### config.mk
export PLATFORM = sky130hd
export DESIGN_NAME = decimal_text_to_fixed_point_flat
export DESIGN_NICKNAME = d
export VERILOG_FILES = /design/src/rtl/core/dtfp_pkg.sv /design/src/rtl/core/dtfp_char_if.sv /design/src/rtl/core/dtfp_result_if.sv /design/src/rtl/core/dtfp_parse.sv /design/src/rtl/core/dtfp_scale.sv /design/src/rtl/core/decimal_text_to_fixed_point.sv /design/src/flat_wrapper.sv
export SDC_FILE = /design/constraint.sdc
export NUM_CORES = 2
export LEC_CHECK = 0
export ABC_AREA = 1
export BUFFER_PORTS_ARGS = -buffer_cell sky130_fd_sc_hd__buf_2
export CAP_MARGIN = 20
export CORE_UTILIZATION = 35
export CTS_BUF_LIST = sky130_fd_sc_hd__clkbuf_4
export CTS_CLUSTER_SIZE = 20
export DETAILED_ROUTE_END_ITERATION = 8
export PLACE_DENSITY = 0.54
export REMOVE_ABC_BUFFERS = 1
export SYNTH_ARGS = -nofsm -noshare
export SYNTH_HDL_FRONTEND = slang
export SYNTH_SLANG_ARGS = --single-unit
### constraint.sdc
create_clock -name i_clk -period 9.2 [get_ports i_clk]
set_input_delay 0.92 -clock i_clk [delete_from_list [all_inputs] [get_ports i_clk]]
set_output_delay 0.92 -clock i_clk [all_outputs]
set_load 0.01 [all_outputs]
### src/rtl/core/dtfp_pkg.sv
package dtfp_pkg;

    // Most digits that each accumulator takes.
    localparam int MAX_DIGITS = 7;
    // The result is scaled to units of 1e-7.
    localparam int SCALE_DIGITS = 7;
    // Accumulator width: holds 10**MAX_DIGITS - 1.
    localparam int ACC_W = 24;
    // Result width.
    localparam int VALUE_W = 48;
    // Width of a digit count, which saturates at its all-ones value.
    localparam int COUNT_W = 4;
    // Width of a configuration register and of the shift into the scale table.
    localparam int LIM_W = 3;
    // Value of both digit limits after reset.
    localparam int LIMIT_RESET = 7;

    // Configuration register indexes.
    localparam logic REG_INT_LIMIT  = 1'b0;
    localparam logic REG_FRAC_LIMIT = 1'b1;

    // Status codes of a result; a form error keeps its own code.
    localparam logic [2:0] ST_OK          = 3'd0;
    localparam logic [2:0] ST_LEADING_DOT = 3'd1;
    localparam logic [2:0] ST_BAD_FORM    = 3'd2;
    localparam logic [2:0] ST_EMPTY       = 3'd3;
    localparam logic [2:0] ST_TOO_LARGE   = 3'd4;
    localparam logic [2:0] ST_TOO_PRECISE = 3'd5;

    // Characters with a meaning to the parser.
    localparam logic [7:0] CH_NUL   = 8'h00;
    localparam logic [7:0] CH_PLUS  = 8'h2B;
    localparam logic [7:0] CH_MINUS = 8'h2D;
    localparam logic [7:0] CH_DOT   = 8'h2E;
    localparam logic [7:0] CH_ZERO  = 8'h30;
    localparam logic [7:0] CH_NINE  = 8'h39;

    // Snapshot of a finished field, handed from the parser to the scaler.
    typedef struct packed {
        logic              negative;
        logic [ACC_W-1:0]  int_acc;
        logic [ACC_W-1:0]  frac_acc;
        logic [LIM_W-1:0]  frac_shift;
        logic [2:0]        status;
    } t_fin;

    // Powers of ten used to align the fraction digits.
    function automatic logic [ACC_W-1:0] pow_ten(input logic [LIM_W-1:0] k);
        logic [ACC_W-1:0] p;
        begin
            case (k)
                3'd0:    p = 24'd1;
                3'd1:    p = 24'd10;
                3'd2:    p = 24'd100;
                3'd3:    p = 24'd1000;
                3'd4:    p = 24'd10000;
                3'd5:    p = 24'd100000;
                3'd6:    p = 24'd1000000;
                default: p = 24'd10000000;
            endcase
            return p;
        end
    endfunction

endpackage

### src/rtl/core/dtfp_char_if.sv
interface dtfp_char_if;
    logic       valid;
    logic       ready;
    logic [7:0] char_code;

    modport source(output valid, output char_code, input ready);
    modport sink(input valid, input char_code, output ready);
endinterface

### src/rtl/core/dtfp_result_if.sv
interface dtfp_result_if;
    logic               valid;
    logic               ready;
    logic signed [47:0] fixed_value;
    logic [2:0]         status;

    modport source(output valid, output fixed_value, output status, input ready);
    modport sink(input valid, input fixed_value, input status, output ready);
endinterface

### src/rtl/core/dtfp_parse.sv
module dtfp_parse
    import dtfp_pkg::*;
(
    input  logic             i_clk,
    input  logic             i_rst_n,
    input  logic             i_take,
    input  logic             i_load,
    input  logic [7:0]       i_char,
    input  logic [LIM_W-1:0] i_int_limit,
    input  logic [LIM_W-1:0] i_frac_limit,
    output t_fin             o_fin,
    output logic             o_fin_valid
);

    localparam logic [2:0] PH_START = 3'd0;
    localparam logic [2:0] PH_SIGN  = 3'd1;
    localparam logic [2:0] PH_INT   = 3'd2;
    localparam logic [2:0] PH_DOT   = 3'd3;
    localparam logic [2:0] PH_FRAC  = 3'd4;

    localparam logic [1:0] FE_NONE        = 2'd0;
    localparam logic [1:0] FE_LEADING_DOT = 2'd1;
    localparam logic [1:0] FE_BAD         = 2'd2;

    localparam logic [COUNT_W-1:0] CNT_MAX   = {COUNT_W{1'b1}};
    localparam logic [COUNT_W-1:0] CNT_DIGIT = COUNT_W'(MAX_DIGITS);
    localparam logic [COUNT_W-1:0] CNT_SCALE = COUNT_W'(SCALE_DIGITS);

    logic [2:0]         r_phase, n_phase;
    logic               r_neg, n_neg;
    logic [ACC_W-1:0]   r_iacc, n_iacc;
    logic [ACC_W-1:0]   r_facc, n_facc;
    logic [COUNT_W-1:0] r_icnt, n_icnt;
    logic [COUNT_W-1:0] r_fcnt, n_fcnt;
    logic               r_any, n_any;
    logic [1:0]         r_ferr, n_ferr;
    t_fin               r_fin, n_fin;
    logic               r_fin_valid;

    logic               is_digit;
    logic [3:0]         digit;
    logic [ACC_W-1:0]   iacc_step, facc_step;
    logic [COUNT_W-1:0] icnt_step, fcnt_step;
    logic [1:0]         fe_final;
    logic [COUNT_W-1:0] int_lim, frac_lim;
    logic [2:0]         status;

    assign is_digit = i_char inside {[CH_ZERO:CH_NINE]};
    assign digit    = 4'(i_char - CH_ZERO);

    // Digit step: shift-add times ten, only while the accumulator has room.
    assign iacc_step = (r_icnt < CNT_DIGIT)
                     ? (r_iacc << 3) + (r_iacc << 1) + ACC_W'(digit) : r_iacc;
    assign facc_step = (r_fcnt < CNT_DIGIT)
                     ? (r_facc << 3) + (r_facc << 1) + ACC_W'(digit) : r_facc;
    assign icnt_step = (r_icnt != CNT_MAX) ? r_icnt + 1'b1 : r_icnt;
    assign fcnt_step = (r_fcnt != CNT_MAX) ? r_fcnt + 1'b1 : r_fcnt;

    // Effective limits, capped at the accumulator depth and the scale.
    always_comb begin
        int_lim = COUNT_W'(i_int_limit);
        if (int_lim > CNT_DIGIT) int_lim = CNT_DIGIT;
        frac_lim = COUNT_W'(i_frac_limit);
        if (frac_lim > CNT_DIGIT) frac_lim = CNT_DIGIT;
        if (frac_lim > CNT_SCALE) frac_lim = CNT_SCALE;
    end

    // Ranked status of the field as it stands; a trailing dot is bad form.
    always_comb begin
        fe_final = r_ferr;
        if (r_ferr == FE_NONE && r_phase == PH_DOT) fe_final = FE_BAD;
        if (fe_final != FE_NONE)   status = {1'b0, fe_final};
        else if (!r_any)           status = ST_EMPTY;
        else if (r_icnt > int_lim) status = ST_TOO_LARGE;
        else if (r_fcnt > frac_lim) status = ST_TOO_PRECISE;
        else                       status = ST_OK;
    end

    // Snapshot for the scaler; the value is zero on any error.
    always_comb begin
        n_fin.negative   = r_neg;
        n_fin.int_acc    = (status == ST_OK) ? r_iacc : '0;
        n_fin.frac_acc   = (status == ST_OK) ? r_facc : '0;
        n_fin.frac_shift = LIM_W'(CNT_SCALE - r_fcnt);
        n_fin.status     = status;
    end

    // Field parser: one character per accepted item.
    always_comb begin
        n_phase = r_phase;
        n_neg   = r_neg;
        n_iacc  = r_iacc;
        n_facc  = r_facc;
        n_icnt  = r_icnt;
        n_fcnt  = r_fcnt;
        n_any   = r_any;
        n_ferr  = r_ferr;
        if (i_take) begin
            if (i_char != CH_NUL) begin
                n_any = 1'b1;
                if (r_ferr == FE_NONE) begin
                    case (r_phase)
                        PH_START, PH_SIGN: begin
                            if (r_phase == PH_START
                                && (i_char == CH_PLUS || i_char == CH_MINUS)) begin
                                n_neg   = (i_char == CH_MINUS);
                                n_phase = PH_SIGN;
                            end else if (i_char == CH_DOT) begin
                                n_ferr = FE_LEADING_DOT;
                            end else if (is_digit) begin
                                n_iacc  = iacc_step;
                                n_icnt  = icnt_step;
                                n_phase = PH_INT;
                            end else begin
                                n_ferr = FE_BAD;
                            end
                        end
                        PH_INT: begin
                            if (is_digit) begin
                                n_iacc = iacc_step;
                                n_icnt = icnt_step;
                            end else if (i_char == CH_DOT) begin
                                n_phase = PH_DOT;
                            end else begin
                                n_ferr = FE_BAD;
                            end
                        end
                        default: begin
                            if (is_digit) begin
                                n_facc  = facc_step;
                                n_fcnt  = fcnt_step;
                                n_phase = PH_FRAC;
                            end else begin
                                n_ferr = FE_BAD;
                            end
                        end
                    endcase
                end
            end else begin
                // End of field: start over for the next one.
                n_phase = PH_START;
                n_neg   = 1'b0;
                n_iacc  = '0;
                n_facc  = '0;
                n_icnt  = '0;
                n_fcnt  = '0;
                n_any   = 1'b0;
                n_ferr  = FE_NONE;
            end
        end
    end

    always_ff @(posedge i_clk) begin
        if (!i_rst_n) begin
            r_phase     <= PH_START;
            r_neg       <= 1'b0;
            r_iacc      <= '0;
            r_facc      <= '0;
            r_icnt      <= '0;
            r_fcnt      <= '0;
            r_any       <= 1'b0;
            r_ferr      <= FE_NONE;
            r_fin_valid <= 1'b0;
        end else begin
            r_phase <= n_phase;
            r_neg   <= n_neg;
            r_iacc  <= n_iacc;
            r_facc  <= n_facc;
            r_icnt  <= n_icnt;
            r_fcnt  <= n_fcnt;
            r_any   <= n_any;
            r_ferr  <= n_ferr;
            if (i_load) begin
                r_fin_valid <= i_take && (i_char == CH_NUL);
            end
        end
    end

    // Snapshot payload register.
    always_ff @(posedge i_clk) begin
        if (i_load) begin
            r_fin <= n_fin;
        end
    end

    assign o_fin       = r_fin;
    assign o_fin_valid = r_fin_valid;

endmodule

### src/rtl/core/dtfp_scale.sv
module dtfp_scale
    import dtfp_pkg::*;
(
    input  logic                      i_clk,
    input  logic                      i_rst_n,
    input  t_fin                      i_fin,
    input  logic                      i_fin_valid,
    input  logic                      i_ready,
    output logic                      o_take,
    output logic                      o_valid,
    output logic signed [VALUE_W-1:0] o_fixed_value,
    output logic [2:0]                o_status
);

    localparam logic [ACC_W-1:0] UNIT = ACC_W'(10 ** SCALE_DIGITS);

    logic                      r_b_valid;
    logic [VALUE_W-1:0]        r_p_int, n_p_int;
    logic [VALUE_W-1:0]        r_p_frac, n_p_frac;
    logic                      r_b_neg;
    logic [2:0]                r_b_status;
    logic                      r_out_valid;
    logic signed [VALUE_W-1:0] r_value, n_value;
    logic [2:0]                r_status;

    logic                      en_out, en_b;
    logic [VALUE_W-1:0]        mag;

    // Each stage moves on when the stage after it is empty or moving.
    assign en_out = !r_out_valid || i_ready;
    assign en_b   = !r_b_valid || en_out;
    assign o_take = !i_fin_valid || en_b;

    // Product stage: integer part and aligned fraction part.
    assign n_p_int  = i_fin.int_acc * UNIT;
    assign n_p_frac = i_fin.frac_acc * pow_ten(i_fin.frac_shift);

    // Sum stage with sign applied.
    assign mag     = r_p_int + r_p_frac;
    assign n_value = r_b_neg ? $signed(-mag) : $signed(mag);

    always_ff @(posedge i_clk) begin
        if (!i_rst_n) begin
            r_b_valid   <= 1'b0;
            r_out_valid <= 1'b0;
        end else begin
            if (en_b) begin
                r_b_valid <= i_fin_valid;
            end
            if (en_out) begin
                r_out_valid <= r_b_valid;
            end
        end
    end

    // Payload registers.
    always_ff @(posedge i_clk) begin
        if (en_b) begin
            r_p_int    <= n_p_int;
            r_p_frac   <= n_p_frac;
            r_b_neg    <= i_fin.negative;
            r_b_status <= i_fin.status;
        end
        if (en_out) begin
            r_value  <= n_value;
            r_status <= r_b_status;
        end
    end

    assign o_valid       = r_out_valid;
    assign o_fixed_value = r_value;
    assign o_status      = r_status;

endmodule

### src/rtl/core/decimal_text_to_fixed_point.sv
// Decimal text to fixed point converter.
// Characters arrive on i_char, one per item, valid/ready; a NUL ends the field.
// An optional sign, integer digits, and an optional dot with fraction digits
// form a field. Each finished field yields one item on o_result: the value in
// units of 1e-7 (zero on error) and a status code ranked as form error,
// empty field, too many integer digits, too many fraction digits.
// The user must write the two digit limits on the i_cfg_* port while the block
// is idle; the block itself does not enforce this. Throughput is one character
// per cycle while i_char.ready is high. Each result passes through a
// snapshot register, a product register (two 24x24 multipliers) and the result
// register. When the receiver holds ready low, the three stages fill and
// i_char.ready drops only once the snapshot stage cannot move on; characters
// that end no field keep flowing as long as that stage can load.
// Synchronous reset clears the field state and all valid flags, and sets both
// digit limits to seven.
module decimal_text_to_fixed_point
    import dtfp_pkg::*;
(
    input  logic             i_clk,
    input  logic             i_rst_n,
    input  logic             i_cfg_we,
    input  logic             i_cfg_index,
    input  logic [LIM_W-1:0] i_cfg_data,
    dtfp_char_if.sink        i_char,
    dtfp_result_if.source    o_result
);

    logic [LIM_W-1:0] r_int_limit;
    logic [LIM_W-1:0] r_frac_limit;
    logic             load;
    logic             take;
    t_fin             fin;
    logic             fin_valid;

    // Configuration registers.
    always_ff @(posedge i_clk) begin
        if (!i_rst_n) begin
            r_int_limit  <= LIM_W'(LIMIT_RESET);
            r_frac_limit <= LIM_W'(LIMIT_RESET);
        end else if (i_cfg_we) begin
            case (i_cfg_index)
                REG_INT_LIMIT:  r_int_limit  <= i_cfg_data;
                REG_FRAC_LIMIT: r_frac_limit <= i_cfg_data;
                default: ;
            endcase
        end
    end

    assign i_char.ready = load;
    assign take         = i_char.valid && load;

    dtfp_parse u_parse (
        .i_clk        (i_clk),
        .i_rst_n      (i_rst_n),
        .i_take       (take),
        .i_load       (load),
        .i_char       (i_char.char_code),
        .i_int_limit  (r_int_limit),
        .i_frac_limit (r_frac_limit),
        .o_fin        (fin),
        .o_fin_valid  (fin_valid)
    );

    dtfp_scale u_scale (
        .i_clk         (i_clk),
        .i_rst_n       (i_rst_n),
        .i_fin         (fin),
        .i_fin_valid   (fin_valid),
        .i_ready       (o_result.ready),
        .o_take        (load),
        .o_valid       (o_result.valid),
        .o_fixed_value (o_result.fixed_value),
        .o_status      (o_result.status)
    );

endmodule

### src/flat_wrapper.sv
// flat-port wrapper written by rule: the top's interface ports become plain ports
module decimal_text_to_fixed_point_flat import dtfp_pkg::*;
  (i_clk, i_rst_n, i_cfg_we, i_cfg_index, i_cfg_data, i_char_valid, i_char_char_code, i_char_ready, o_result_valid, o_result_fixed_value, o_result_status, o_result_ready);
  dtfp_char_if i_char_i ();
  dtfp_result_if o_result_i ();
  input  logic i_clk;
  input  logic i_rst_n;
  input  logic i_cfg_we;
  input  logic i_cfg_index;
  input  logic [LIM_W-1:0] i_cfg_data;
  input wire logic [$bits(i_char_i.valid)-1:0] i_char_valid;
  input wire logic [$bits(i_char_i.char_code)-1:0] i_char_char_code;
  output wire logic [$bits(i_char_i.ready)-1:0] i_char_ready;
  output wire logic [$bits(o_result_i.valid)-1:0] o_result_valid;
  output wire logic [$bits(o_result_i.fixed_value)-1:0] o_result_fixed_value;
  output wire logic [$bits(o_result_i.status)-1:0] o_result_status;
  input wire logic [$bits(o_result_i.ready)-1:0] o_result_ready;
  assign i_char_i.valid = i_char_valid;
  assign i_char_i.char_code = i_char_char_code;
  assign i_char_ready = i_char_i.ready;
  assign o_result_valid = o_result_i.valid;
  assign o_result_fixed_value = o_result_i.fixed_value;
  assign o_result_status = o_result_i.status;
  assign o_result_i.ready = o_result_ready;
  decimal_text_to_fixed_point u_core (.i_clk(i_clk), .i_rst_n(i_rst_n), .i_cfg_we(i_cfg_we), .i_cfg_index(i_cfg_index), .i_cfg_data(i_cfg_data), .i_char(i_char_i), .o_result(o_result_i));
endmodule
[After elaboration in Yosys (flattened, before gate mapping)]
Index checks and enable logic that the tools add are counted.
Operators by class
  multipliers: 2
  reductions and logical operators: 29
  muxes and demuxes: 53
  $add $sub $neg: 10
  order comparisons: 6
  bitwise logic cells: 1
  equality and inequality tests: 30
Operator list (number)
  $mux 24: 11
  $pmux 24 s7: 1
  $add 24x24->24: 2
  $add 24x4->24: 2
  $add 48x48->48: 1
  $mul 24x24->48: 1
  $mux 48: 1
  $neg 48->48: 1
  $pmux 24 s2: 1
  $mux 4: 11
  $mul 24x17->41 const B: 1
  $mux 3: 12
  $eq 8x6->1 const B: 3
  $reduce_and 5->1: 4
  $mux 2: 8
  $ne 4x4->1 const B: 4
  $ne 3x3->1 const B: 5
  $eq 3x2->1 const B: 4
  $ne 2x2->1 const B: 5
  $eq 3x3->1 const B: 3
  $logic_not 3->1: 3
  $add 4x1->4 const B: 2
  $ge 8x6->1 const B: 1
  $gt 4x3->1: 2
  25 further kinds: 42
Storage, ports and cells
  output and inout port bits: 53
  bits of input ports: 17
  word-level logic and storage cells: 155
  register bits after elaboration: 271

[Logic depth before layout (Yosys ltp)]
  word-level depth: 9
  depth in mapped cells: 32
  gate-level depth less buffers: 30

[Hierarchy]
A second synthesis with hierarchy kept.
Unflattened totals
  cell total of the unflattened synthesis: 5312
  area total of the unflattened synthesis: 42140.4 um^2
Modules (own cells, without submodules)
  dtfp_scale: cells an instance 4080, sequential area each 4364.2 um^2, instances 1, area each 33345.7 um^2
  dtfp_parse: cells an instance 1202, sequential area each 2932.8 um^2, instances 1, area each 8554.5 um^2
  decimal_text_to_fixed_point: cells an instance 30, sequential area each 120.1 um^2, instances 1, area each 240.2 um^2

[Least setup slack after synthesis]
Ideal clock, no wire load.
  path kind: register to register
  start point: reg u_core.u_parse.r_fin (netlist bit u_core.u_parse.o_fin[4])
  end point: reg u_core.u_scale.r_p_frac[34] (data pin)
  stages on the path, launching flop included: 26
  setup time: 259 ps
  setup slack: 2139 ps
  arrival: 6802 ps
  path buffers: 2
  required time: 8941 ps
  clock period less this slack: 7061 ps
  cells stage by stage: edfxtp_1 buf_1 nand2_1 nor2_1 clkbuf_1 nand2_1 fa_1 fa_1 inv_1 fa_1 fa_1 fa_1 fa_1 inv_1 fa_1 inv_1 ha_1 a21oi_1 inv_1 a31oi_1 o21ai_0 or2_2 a21oi_1 o21ai_0 a21oi_1 xnor2_1
Between the ends
  word-level cells in the longest chain between the ends: 3
  elaborated cells on any way between the ends: 9
  those cells by class: mul (1); eq/ne (6); mux (1); reduce/logical (1)
Ends and longest elaborated chain
  start, declared: line dtfp_parse.sv:37  | t_fin r_fin, n_fin;
  start signal, assigned: line dtfp_parse.sv:182  | r_fin <= n_fin;
  $eq 3x3->1, or another cell as far along: line dtfp_pkg.sv:51  | case (k)
  $pmux 24 s7 (*): line dtfp_pkg.sv:51
  $mul 24x24->48 (*): line dtfp_scale.sv:36  | assign n_p_frac = i_fin.frac_acc * pow_ten(i_fin.frac_shift);
  net u_core.u_scale.n_p_frac[34]: line dtfp_scale.sv:19  | logic [VALUE_W-1:0] r_p_frac, n_p_frac;
  end signal, assigned: line dtfp_scale.sv:60  | r_p_frac <= n_p_frac;
  end, declared: line dtfp_scale.sv:19
The timed path passes the listed nets; every way through them passes the cells marked *.
A chain may end at the register's enable or synchronous reset.

[Worst setup path in the final report]
  start point: reg u_core.u_parse.r_fin (netlist bit u_core.u_parse.o_fin[4])
  end point: reg u_core.u_scale.r_p_frac[44] (data pin)
The elaborated chain is that of the path after synthesis.

==> results.json <==
{
  "outcome": "finished, final reports clean",
  "fin_tns_setup_ps": 0,
  "ff2ff_setup_slack_ps": 760,
  "grt_pass1_wl_um": 182000,
  "drive_gt1_share_pct": 6.67,
  "synth_area_um2": 41100,
  "ant_nets": 0,
  "end_kind": "flip-flop",
  "clock_sinks": 271,
  "syn2layout_area_growth_pct": 7.97,
  "cp_data_arrival_time_ps": 9060,
  "yosysUniqueCellTypes": 58,
  "period_share_pct": 91.8,
  "reg2regPathDepth": 27,
  "dieArea_um2": 119000,
  "floorplan.initialDensity_pct": 35.3,
  "drtIter0Drc": 1918,
  "tritoncts": "built",
  "grt_setup_unrepaired": "no",
  "grt_usage_pct": 20.0,
  "rows": 125,
  "hold-worst-slack_ps": 289,
  "worstHoldStart": "i_cfg_data[0]",
  "max_stage_delay_ps": 740,
  "grt_antenna_before_repair": 3,
  "cts_resized": 0,
  "cp_max_fo": 25,
  "synth_cells": 5044,
  "io_pins": 70,
  "skew_ps": 76.5,
  "grt_pass1_vias": 32800,
  "drtPass1Iterations": 7,
  "numCtsBuffers": 80,
  "hold_viol": 0,
  "synth-seq-cells": 271,
  "routedWlPerCell_um": 17.2,
  "die_y_um": 345,
  "wirelength_um": 116000,
  "nets": 6250,
  "h-tree-depth": 3,
  "cts_buffer_depth": 3,
  "reg2reg_to": "u_core.u_scale.r_p_frac[44]",
  "vias": 32300,
  "cp-start-kind": "flip-flop",
  "p_leak_nw": 23.9,
  "grt_max_degree": 83,
  "root_buffer": "clkbuf_4",
  "worstMarginPinSlew_ps": 1010,
  "grt-ovfl-total": 0,
  "cts_hold_buf": 0,
  "required_ps": 9810,
  "top_layer": "met5",
  "insertion_delay_ps": 870,
  "dieWidth_um": 345,
  "drv_slew": 0,
  "yosysSeqAreaShare_pct": 18.0,
  "path_buf_inv": 7,
  "hpwlAfterDp_um": 99400,
  "reg2reg_from": "u_core.u_parse.o_fin[4]",
  "worstHoldPathCells": 3,
  "wl_met3_um": 7640,
  "core_area_um2": 116000,
  "syn_area_per_cell_um2": 8.15,
  "clock.fmax_mhz": 118,
  "clkTransAtPathRegs_ps": 60,
  "hold_end": "u_core.r_frac_limit[0]",
  "post-route-drc-count": 0,
  "crit_top_cell": "fa_1",
  "port_buffers": 69,
  "wl_met2_um": 50800,
  "synth-warning-count": 0,
  "setup_violations": 0,
  "met1_length_um": 54900,
  "crit_family": "adder cells",
  "layout_min_cycle_time_ps": 8440,
  "vias_per_cell": 4.78,
  "p_per_area_nw_per_um2": 57.1,
  "postCtsSetupRepairBufs": 0,
  "slowest_stage": "inv_1",
  "peakVddDrop_mv": 0.0625,
  "hp-class": "in -> reg",
  "path_class": "reg -> reg",
  "relSlewSlack_pct": 32.4,
  "crit_start": "u_core.u_parse.o_fin[4]",
  "place_congestion": 0.976,
  "cap_violations": 0
}
## sequential cells by signal, summed over array words and instances, names as in the netlist
signal / flops
u_core.r_frac_limit: 3
u_core.r_int_limit: 3
u_core.u_parse.o_fin: 55
u_core.u_parse.o_fin_valid: 1
u_core.u_parse.r_any: 1
u_core.u_parse.r_facc: 24
u_core.u_parse.r_fcnt: 4
u_core.u_parse.r_ferr: 2
u_core.u_parse.r_iacc: 24
u_core.u_parse.r_icnt: 4
u_core.u_parse.r_neg: 1
u_core.u_parse.r_phase: 3
u_core.u_scale.o_fixed_value: 48
u_core.u_scale.o_status: 3
u_core.u_scale.o_valid: 1
u_core.u_scale.r_b_neg: 1
u_core.u_scale.r_b_status: 3
u_core.u_scale.r_b_valid: 1
u_core.u_scale.r_p_frac: 48
u_core.u_scale.r_p_int: 41
## logic make-up after synthesis
family / after synthesis / share of synthesized area (%)
compound gates: 506 / 6.93
xor+xnor: 134 / 2.89
fa+ha+maj: 1077 / 42.4
buf+inv: 1316 / 12.1
flops: 271 / 18.0
simple gates: 1740 / 17.7
## stage by stage
stage | std cells | total power [mW] | utilization, % | instance area [µm²] | setup slack [ps]
floorplan | 4969 | 1.38 | - | 40800 | 1680
global placement | 6597 | 1.40 | 37.3 | 43400 | 824
detailed placement | 6598 | 1.40 | 37.3 | 43400 | 868
CTS | 6739 | 2.60 | 38.2 | 44400 | 835
global route | 6741 | 2.66 | 38.2 | 44400 | 410
finish | 6741 | 2.54 | 38.2 | 44400 | 756
## how the worst max path moves through the flow
stage                                        to  slack [ps]  depth (start not counted)
finish              u_core.u_scale.r_p_frac[44]         760                         27
global route        u_core.u_scale.r_p_frac[43]         410                         28
CTS                 u_core.u_scale.r_p_frac[44]         830                         27
detailed placement  u_core.u_scale.r_p_frac[44]         870                         27
global placement    u_core.u_scale.r_p_frac[43]         820                         24
floorplan           u_core.u_scale.r_p_frac[34]        1680                         27
## report_power, final
group          internal (mW)  total [mW]  switching, mW
Sequential              1.30        1.31        0.00388
Clock                  0.617        1.16          0.542
Combinational         0.0205      0.0696         0.0491
Total                   1.94        2.54          0.595
## cell usage after synthesis, drive strengths merged
| cell type | instances | area [µm²] |
|---|---|---|
| inv | 1226 | 4600 |
| nand2 | 909 | 3500 |
| nor2 | 571 | 2270 |
| ha | 549 | 6870 |
| fa | 528 | 10600 |
| a21oi | 265 | 1340 |
| edfxtp | 199 | 5980 |
| nand3 | 154 | 853 |
| o21ai | 119 | 614 |
| xor2 | 84 | 736 |
| dfxtp | 72 | 1440 |
| clkbuf | 58 | 219 |
| xnor2 | 50 | 453 |
| nand4 | 33 | 206 |
| nor3 | 31 | 165 |
| a31oi | 28 | 175 |
| o21bai | 20 | 150 |
| o211ai | 18 | 135 |
| buf | 17 | 80.1 |
| or2 | 17 | 106 |
| clkinv | 15 | 56.3 |
| a21o | 14 | 105 |
| o21a | 14 | 105 |
| nand3b | 10 | 75.1 |
| nor4 | 8 | 50.1 |
| a211oi | 5 | 37.5 |
| a21boi | 5 | 37.5 |
| o31ai | 4 | 30.0 |
| a22oi | 3 | 22.5 |
| and3 | 3 | 18.8 |
| o221ai | 3 | 26.3 |
| a2111oi | 2 | 17.5 |
| a311oi | 2 | 17.5 |
| and2 | 2 | 13.8 |
| a221oi | 1 | 8.76 |
| a31o | 1 | 8.76 |
| a32oi | 1 | 8.76 |
| o2111ai | 1 | 8.76 |
| or3 | 1 | 6.26 |
| or3b | 1 | 8.76 |
## layer usage
layer	global-route usage (%)	vias to the layer above
li1	-	15900
met1	28.1	15400
met2	31.0	838
met3	4.10	136
met4	5.48	2
met5	0	-
## layout by cell type, fill, tap and decap left out, types with 48 or more instances in the layout
master,count
a21oi_1,261
buf_2,69
clkbuf_4,112
dfxtp_1,72
edfxtp_1,199
fa_1,528
ha_1,549
inv_1,1219
nand2_1,873
nand3_1,139
nor2_1,540
o21ai_0,104
xnor2_1,48
xor2_1,84
## cell type report
type / instances / area, µm²
Timing Repair Buffer: 105 / 636
Clock inverter: 29 / 175
Inverter: 1241 / 4660
Multi-Input combinational cell: 3457 / 28800
Fill cell: 12200 / 72000
Tap cell: 1524 / 1910
Clock buffer: 112 / 841
Antenna cell: 2 / 5.00
Sequential cell: 271 / 7420
## worst register-to-register path: stages (launching register included)
cell and delay (ps):
edfxtp_1 660, nand2_1 190, inv_1 70, nor2_2 70
buf_4 340, nor2_1 100, inv_1 740, nor2_1 150
fa_1 500, fa_1 510, inv_1 50, fa_1 470
inv_1 50, fa_1 390, fa_1 470, fa_1 550
inv_1 50, fa_1 540, inv_1 60, ha_1 340
a21oi_1 210, o21a_1 150, nand2_1 50, a31oi_1 470
o21ai_0 330, a21oi_1 360, o21ai_0 160, xor2_1 160
(Power assumes the default switching activity.)
